## src/design/swm_pkg.sv

```systemverilog
// Shared constants and types for the sliding window median filter.
`default_nettype none

package swm_pkg;

	localparam int WIN_LEN = 7;
	localparam int SMP_W   = 24;
	localparam int AGE_W   = (WIN_LEN > 1) ? $clog2(WIN_LEN) : 1;
	localparam int MED_IDX = WIN_LEN / 2;

	localparam logic [AGE_W-1:0] AGE_OLDEST = AGE_W'(WIN_LEN - 1);

	typedef logic [SMP_W-1:0] smp_t;
	typedef logic [AGE_W-1:0] age_t;

	// What a cell shows its neighbours: stored entry plus its compare result
	typedef struct packed {
		smp_t val;
		age_t age;
		logic vld;
		logic le;   // valid and value <= incoming sample
	} cell_link_t;

endpackage

`default_nettype wire

```

## src/design/swm_if.sv

```systemverilog
// Stream interfaces for the sample input and the filtered output.
`default_nettype none

interface swm_in_if;
	logic               valid;
	logic               ready;
	swm_pkg::smp_t      sample;

	modport source (output valid, output sample, input ready);
	modport sink   (input valid, input sample, output ready);
endinterface

interface swm_out_if;
	logic               valid;
	logic               ready;
	swm_pkg::smp_t      filtered;
	logic               window_full;

	modport source (output valid, output filtered, output window_full, input ready);
	modport sink   (input valid, input filtered, input window_full, output ready);
endinterface

`default_nettype wire

```

## src/design/sliding_window_median_filter.sv

```systemverilog
// Top level of the sliding window median filter: sorted cell chain and output register.
//
// Usage notes
//  - samples: one 24-bit pressure item (0.01 Pa per step) per valid/ready handshake.
//  - results: one item per accepted sample, in order: filtered and window_full.
//  - Until WIN_LEN samples have been taken since reset, filtered is the sample itself
//    and window_full is 0; from the WIN_LEN-th sample on it is the element of rank
//    WIN_LEN/2 of the last WIN_LEN samples in ascending order (upper median if even).
//  - Window is held as a row of WIN_LEN cells kept in ascending order, each with the
//    age of its entry; each accepted item inserts the new sample, evicting the oldest
//    once the window is full, each cell taking from itself, a neighbour or the sample.
//  - Latency: result is valid in the cycle after the sample is accepted.
//  - Throughput: one item per cycle while results are taken; the whole cell row updates together.
//  - Stall: the output register holds its item while results.ready is low, and
//    samples.ready drops then, so no item is lost; it rises again as soon as the
//    held item is taken (ready passes straight through from the receiver).
//  - Reset (arst_n low): cells are marked empty, the fill counter clears and any
//    pending result is dropped. No clearing pass is needed.
`default_nettype none

module sliding_window_median_filter (
	input  wire        clk,
	input  wire        arst_n,
	swm_in_if.sink     samples,
	swm_out_if.source  results
);

	localparam int N = swm_pkg::WIN_LEN;

	swm_pkg::cell_link_t lk [0:N+1];
	logic                evb [0:N];
	swm_pkg::smp_t       nxt [0:N-1];
	logic [N-1:0]        evict_vec;
	logic [N-1:0]        vld_vec;

	logic                accept;
	logic                out_valid_q;
	swm_pkg::smp_t       filtered_q;
	logic                full_q;

	swm_pkg::age_t       wp_q;      // write position within the ring
	logic                filled_q;  // ring has wrapped at least once
	logic                filled_d;

	assign samples.ready = !out_valid_q || results.ready;
	assign accept        = samples.valid && samples.ready;

	// Boundaries: left of the lowest cell everything is "below" the sample,
	// right of the highest cell nothing is there.
	assign lk[0].val   = '0;
	assign lk[0].age   = '0;
	assign lk[0].vld   = 1'b1;
	assign lk[0].le    = 1'b1;
	assign lk[N+1].val = '0;
	assign lk[N+1].age = '0;
	assign lk[N+1].vld = 1'b0;
	assign lk[N+1].le  = 1'b0;

	assign evb[0] = 1'b0;

	for (genvar i = 0; i < N; i++) begin : g_cell
		swm_cell u_cell (
			.clk     (clk),
			.arst_n  (arst_n),
			.en      (accept),
			.sample  (samples.sample),
			.lft     (lk[i]),
			.rgt     (lk[i+2]),
			.evb_in  (evb[i]),
			.link    (lk[i+1]),
			.evb_out (evb[i+1]),
			.nxt_val (nxt[i])
		);
		assign evict_vec[i] = evb[i+1] & ~evb[i];
		assign vld_vec[i]   = lk[i+1].vld;
	end

	// Fill tracking: the window counts as full from the item that wraps the ring
	assign filled_d = filled_q || (wp_q == swm_pkg::AGE_OLDEST);

	always_ff @(posedge clk or negedge arst_n) begin
		if (!arst_n) begin
			wp_q     <= '0;
			filled_q <= 1'b0;
		end else if (accept) begin
			if (wp_q == swm_pkg::AGE_OLDEST) begin
				wp_q <= '0;
			end else begin
				wp_q <= wp_q + 1'b1;
			end
			filled_q <= filled_d;
		end
	end

	// Output register
	always_ff @(posedge clk or negedge arst_n) begin
		if (!arst_n) begin
			out_valid_q <= 1'b0;
		end else if (accept) begin
			out_valid_q <= 1'b1;
		end else if (results.ready) begin
			out_valid_q <= 1'b0;
		end
	end

	always_ff @(posedge clk) begin
		if (accept) begin
			filtered_q <= filled_d ? nxt[swm_pkg::MED_IDX] : samples.sample;
			full_q     <= filled_d;
		end
	end

	assign results.valid       = out_valid_q;
	assign results.filtered    = filtered_q;
	assign results.window_full = full_q;

`ifndef SYNTHESIS
	// Never more than one entry leaves the window per item
	a_one_evict: assert property (@(posedge clk) disable iff (!arst_n)
		$onehot0(evict_vec))
		else $error("more than one cell evicting");

	// Once full, every item evicts exactly one entry
	a_full_evict: assert property (@(posedge clk) disable iff (!arst_n)
		(accept && filled_q) |-> $onehot(evict_vec))
		else $error("full window without a single eviction");

	// Full window means every cell holds an entry
	a_full_cells: assert property (@(posedge clk) disable iff (!arst_n)
		filled_q |-> (&vld_vec))
		else $error("window full but a cell is empty");

	// A held result blocks new items
	a_stall: assert property (@(posedge clk) disable iff (!arst_n)
		(out_valid_q && !results.ready) |-> !accept)
		else $error("item taken while result stalled");
`endif

endmodule

`default_nettype wire

```

## src/design/swm_cell.sv

```systemverilog
// One cell of the sorted window: holds an entry and its age, shifts with neighbours.
`default_nettype none

module swm_cell (
	input  wire                       clk,
	input  wire                       arst_n,
	input  wire                       en,
	input  wire swm_pkg::smp_t        sample,
	input  wire swm_pkg::cell_link_t  lft,
	input  wire swm_pkg::cell_link_t  rgt,
	input  wire                       evb_in,
	output swm_pkg::cell_link_t       link,
	output logic                      evb_out,
	output swm_pkg::smp_t             nxt_val
);

	swm_pkg::smp_t val_q;
	swm_pkg::age_t age_q;
	logic          vld_q;

	logic          evict;
	logic          le;
	swm_pkg::smp_t val_d;
	swm_pkg::age_t age_d;

	assign evict   = vld_q && (age_q == swm_pkg::AGE_OLDEST);
	assign le      = vld_q && (val_q <= sample);
	assign evb_out = evb_in | evict;

	assign link.val = val_q;
	assign link.age = age_q;
	assign link.vld = vld_q;
	assign link.le  = le;

	// Below the evicted entry: stay, take the sample, or shift up from the left.
	// At the evicted entry: pull down from the right, take the sample, or shift up.
	// Above it: pull down from the right, take the sample, or stay.
	always_comb begin
		val_d = val_q;
		age_d = age_q + 1'b1;
		if (!evb_in && !evict) begin
			if (le) begin
				val_d = val_q;
				age_d = age_q + 1'b1;
			end else if (lft.le) begin
				val_d = sample;
				age_d = '0;
			end else begin
				val_d = lft.val;
				age_d = lft.age + 1'b1;
			end
		end else if (!evb_in) begin
			if (rgt.le) begin
				val_d = rgt.val;
				age_d = rgt.age + 1'b1;
			end else if (lft.le) begin
				val_d = sample;
				age_d = '0;
			end else begin
				val_d = lft.val;
				age_d = lft.age + 1'b1;
			end
		end else begin
			if (rgt.le) begin
				val_d = rgt.val;
				age_d = rgt.age + 1'b1;
			end else if (le) begin
				val_d = sample;
				age_d = '0;
			end else begin
				val_d = val_q;
				age_d = age_q + 1'b1;
			end
		end
	end

	assign nxt_val = val_d;

	always_ff @(posedge clk or negedge arst_n) begin
		if (!arst_n) begin
			vld_q <= 1'b0;
		end else if (en) begin
			vld_q <= vld_q | lft.vld;
		end
	end

	always_ff @(posedge clk) begin
		if (en) begin
			val_q <= val_d;
			age_q <= age_d;
		end
	end

endmodule

`default_nettype wire

```

## src/flat_wrapper.sv

```systemverilog
// flat-port wrapper written by rule: the top's interface ports become plain ports
module sliding_window_median_filter_flat 
  (clk, arst_n, samples_valid, samples_sample, samples_ready, results_valid, results_filtered, results_window_full, results_ready);
  swm_in_if samples_i ();
  swm_out_if results_i ();
  input  wire clk;
  input  wire arst_n;
  input wire logic [$bits(samples_i.valid)-1:0] samples_valid;
  input wire logic [$bits(samples_i.sample)-1:0] samples_sample;
  output wire logic [$bits(samples_i.ready)-1:0] samples_ready;
  output wire logic [$bits(results_i.valid)-1:0] results_valid;
  output wire logic [$bits(results_i.filtered)-1:0] results_filtered;
  output wire logic [$bits(results_i.window_full)-1:0] results_window_full;
  input wire logic [$bits(results_i.ready)-1:0] results_ready;
  assign samples_i.valid = samples_valid;
  assign samples_i.sample = samples_sample;
  assign samples_ready = samples_i.ready;
  assign results_valid = results_i.valid;
  assign results_filtered = results_i.filtered;
  assign results_window_full = results_i.window_full;
  assign results_i.ready = results_ready;
  sliding_window_median_filter u_core (.clk(clk), .arst_n(arst_n), .samples(samples_i), .results(results_i));
endmodule
```

## config.mk

```make
export PLATFORM = sky130hd
export DESIGN_NAME = sliding_window_median_filter_flat
export DESIGN_NICKNAME = d
export VERILOG_FILES = /design/src/design/swm_pkg.sv /design/src/design/swm_if.sv /design/src/design/sliding_window_median_filter.sv /design/src/design/swm_cell.sv /design/src/flat_wrapper.sv
export SDC_FILE = /design/constraint.sdc
export NUM_CORES = 1
export LEC_CHECK = 0
export BUFFER_PORTS_ARGS = -buffer_cell sky130_fd_sc_hd__buf_2
export CORE_MARGIN = 2
export CORE_UTILIZATION = 30
export CTS_CLUSTER_DIAMETER = 150
export CTS_CLUSTER_SIZE = 10
export DETAILED_ROUTE_END_ITERATION = 6
export PLACE_DENSITY_LB_ADDON = 0.2
export SLEW_MARGIN = 20
export SYNTH_ARGS = -nofsm -noshare
export SYNTH_HDL_FRONTEND = slang
export SYNTH_SLANG_ARGS = --single-unit
```

## constraint.sdc

```tcl
create_clock -name clk -period 11.89 [get_ports clk]
set_input_delay 1.7835 -clock clk [delete_from_list [all_inputs] [get_ports clk]]
set_output_delay 1.7835 -clock clk [all_outputs]
set_load 0.1 [all_outputs]
```

==> flow_summary.json <==
{
  "outcome": "finished, final reports clean",
  "met1_usage_pct": 35.9,
  "grt_max_degree": 96,
  "grt_pass1_wl_um": 115000,
  "synthAdderAreaFrac_pct": 13.2,
  "synth_top_family_by_area": "compound AO/OA/AOI/OAI gates",
  "synth_edf_count": 214,
  "worst-path-max-fanout": 27,
  "postPlaceCellArea_um2": 18500,
  "grt_overflow": 0,
  "antenna_found_initial": 3,
  "die_h_um": 244,
  "syn_area_um2": 17300,
  "ant_nets": 0,
  "synth-async-reset-ratio_pct": 5.31,
  "initial_core_util_pct": 30.2,
  "worst_hold_path_type": "reg -> reg",
  "vias": 16200,
  "gpl.final_weighted_congestion": 0.981,
  "final_max_slew_viol_count": 0,
  "synth_xor_area_share_pct": 0.354,
  "skew_ns": 0.0292,
  "synth_ff_type": "edfxtp_1",
  "synthMuxAreaShare_pct": 6.94,
  "yosys.area_share.simple_pct": 13.3,
  "ff2ff_path_depth": 13,
  "cts_htree_levels": 1,
  "rsz0062_at_grt": "no",
  "min_period_over_period_pct": 52.6,
  "layout_setup_ws_ns": 5.64,
  "holdCritStartpoint": "u_core.g_cell[6].u_cell.vld_q",
  "clkSlewWorstSetupHoldPaths_ns": 0.06,
  "r2r-end": "u_core.g_cell[5].u_cell.val_q[18]",
  "hold_viol": 0,
  "swShare_pct": 50.3,
  "clock_power_share_pct": 16.2,
  "yosysTopAreaCell": "edfxtp_1",
  "crit_path_start_kind": "input pin",
  "worstPathArrival_ns": 6.53,
  "cts_root_buf": "clkbuf_16",
  "hold_depth": 2,
  "worstSetupPathType": "in -> reg",
  "synth_top_area_share_pct": 37.1,
  "yosys_warnings": 0,
  "grtUsageTotal_pct": 26.7,
  "wire_per_inst_um": 30.5,
  "synthCells": 1868,
  "clkLatencyLatePin_ns": 0.59,
  "io_pins": 55,
  "ys_types": 68,
  "synth.avg_cell_area_um2": 9.26,
  "worstPathRequired_ns": 12.17,
  "clock_path_buffers": 3,
  "cts_buffers": 26,
  "drive_above_1_share_pct": 10.9,
  "postLayoutCellArea_um2": 19300,
  "worstMarginPinSlew_ns": 1.27,
  "hold_end": "u_core.g_cell[6].u_cell.vld_q",
  "grt.busiest_layer": "met2",
  "slew-limit-headroom_pct": 15.5,
  "worst_setup_path_end_kind": "flop",
  "cts.sinks": 226,
  "fin_setup_tns_ns": 0,
  "first_pass_iters": 5,
  "synth_compound_area_share_pct": 23.6,
  "yosysSeqAreaShare_pct": 38.9,
  "seq_power_share_pct": 30.1,
  "die_area_um2": 59600,
  "ctsResizeCount": 0,
  "cts_setup_buffers": 0,
  "clock.fmax_ghz": 0.160,
  "die_x_um": 244,
  "met3_usage_pct": 3.19,
  "power_switching_mw": 2.53,
  "row_count": 88,
  "timing.max_cap.violations": 0,
  "reg2reg_slack_ns": 6.41,
  "drt_iter0_markers": 2060,
  "area_delta_synth_final_pct": 11.4,
  "synthesis.nets": 2078,
  "setup_viol": 0,
  "post-place-ws_ns": 5.30,
  "hold_buffers": 0,
  "p_per_area_nw_per_um2": 261,
  "leakage_nw": 7.33,
  "hpwl_um": 56300,
  "grt_pass1_vias": 15300,
  "finalWirelength_um": 81300,
  "vias_per_cell": 6.08,
  "vdd_ir_drop_max_mv": 0.132,
  "io_buffers": 54,
  "core_region_area_um2": 57400,
  "p_int_mw": 2.50,
  "fin_nets": 2087,
  "combPwrFrac_pct": 53.7,
  "fillers": 5907,
  "yosys_register_bits": 226,
  "drc": 0,
  "cts_tree": "done",
  "fin_util_pct": 33.6,
  "min_period_ns": 6.25,
  "reg2reg_from": "u_core.g_cell[0].u_cell.age_q[0]",
  "gr-usage-met2_pct": 43.2,
  "synthTopCellsByArea": "edfxtp_1 37%, ha_1 13%, a21oi_1 6.7%"
}
==> worst max-delay path: stages <==
cell and delay [ns]:
buf_2 0.19, inv_1 0.24, ha_1 0.37, nand4_1 0.27, nor4_1 1.05, o311ai_0 0.57, o211ai_1 0.28, buf_4 0.55
nand2_2 0.75, o22ai_1 0.32, a21oi_1 0.10
==> synth_stat cells, types with 6 or more instances <==
cell type	n
a21oi_1	230
edfxtp_1	214
ha_1	182
nand2_1	179
nor2_1	156
o21ai_0	136
clkbuf_1	81
mux2i_1	75
o22ai_1	57
a22oi_1	50
inv_1	48
nand3_1	45
mux2_2	40
nand4_1	39
a211oi_1	33
o211ai_1	33
nor3_1	27
buf_2	21
nand2b_1	18
a21o_1	16
a31oi_1	14
o221ai_1	14
a211o_1	13
dfrtp_1	12
and3_1	10
nor2b_1	10
a21oi_2	8
buf_1	8
and2_1	7
o311ai_0	7
a22o_1	6
o21ai_1	6
==> power by group through the flow <==
stage | Combinational, mW | Sequential, mW | Clock, mW
global route | 2.88 | 1.53 | 0.853
global placement | 2.61 | 1.52 | 0
detailed placement | 2.63 | 1.52 | 0
finish | 2.70 | 1.51 | 0.815
CTS | 2.65 | 1.51 | 0.826
floorplan | 1.55 | 1.55 | 0
==> flip-flops by register name (all words and copies together) (netlist names) <==
name	count
u_core.g_cell.u_cell.age_q	21
u_core.g_cell.u_cell.vld_q	7
u_core.results.filtered	24
u_core.results.window_full	1
u_core.filled_q	1
u_core.results.valid	1
u_core.wp_q	3
u_core.g_cell.u_cell.val_q	168
==> cells in the final DEF, fill, tap and decap left out, types with 12 or more instances in the layout <==
master	count
nand3_1	45
buf_4	41
o211ai_1	33
a211oi_1	32
a22oi_1	50
buf_2	54
edfxtp_1	214
a31oi_1	14
o22ai_1	56
nand2b_1	18
a21o_1	16
nand4_1	39
a211o_1	13
nand2_1	174
mux2_2	40
mux2i_1	75
inv_1	47
clkbuf_16	27
clkbuf_1	20
ha_1	182
o221ai_1	14
a21oi_1	226
o21ai_0	134
nor3_1	27
dfrtp_1	12
nor2_1	147
==> per-layer routing <==
layer	share of wire (%)	wire length, um
met1	42	34300
met2	46	37100
met3	7.3	5950
met4	4.7	3840
met5	0.016	13
==> metrics by stage <==
stage	hold slack, ns	power [mW]	instances
2_1_floorplan	0.414	3.10	1868
3_3_place_gp	0.440	4.13	2614
3_5_place_dp	0.447	4.15	2614
4_1_cts	0.465	4.98	2662
5_1_grt	0.513	5.26	2663
6_report	0.469	5.03	2663
==> worst max-delay path by stage <==
stage | startpoint | endpoint | slack (ns) | depth (start not counted)
global placement | samples_sample[23] | u_core.g_cell[6].u_cell.val_q[16] | 5.29 | 11
finish | samples_sample[20] | u_core.g_cell[6].u_cell.val_q[16] | 5.64 | 11
global route | samples_sample[23] | u_core.g_cell[6].u_cell.val_q[18] | 5.57 | 11
floorplan | results_ready | u_core.wp_q[2] | 4.19 | 5
detailed placement | samples_sample[23] | u_core.g_cell[6].u_cell.val_q[12] | 5.30 | 11
CTS | samples_sample[23] | u_core.g_cell[6].u_cell.val_q[16] | 5.88 | 11
==> cells by family after synthesis <==
logic type	after synthesis
AO/OA/AOI/OAI	664
AND/OR/NAND/NOR	512
flip-flops	226
adder cells (fa/ha/maj)	182
buffers and inverters	162
multiplexers	115
XOR/XNOR	7
==> layout make-up <==
cell class,instances,area [um^2],area share [%]
Inverter,48,185,0.960
Tap cell,765,957,4.96
Multi-Input combinational cell,1480,10100,52.1
Antenna cell,1,2.50,0.0130
Timing Repair Buffer,95,578,3.00
Clock buffer,47,751,3.89
Sequential cell,226,6730,34.9
Clock inverter,1,30.0,0.156
(Power assumes the default switching activity.)
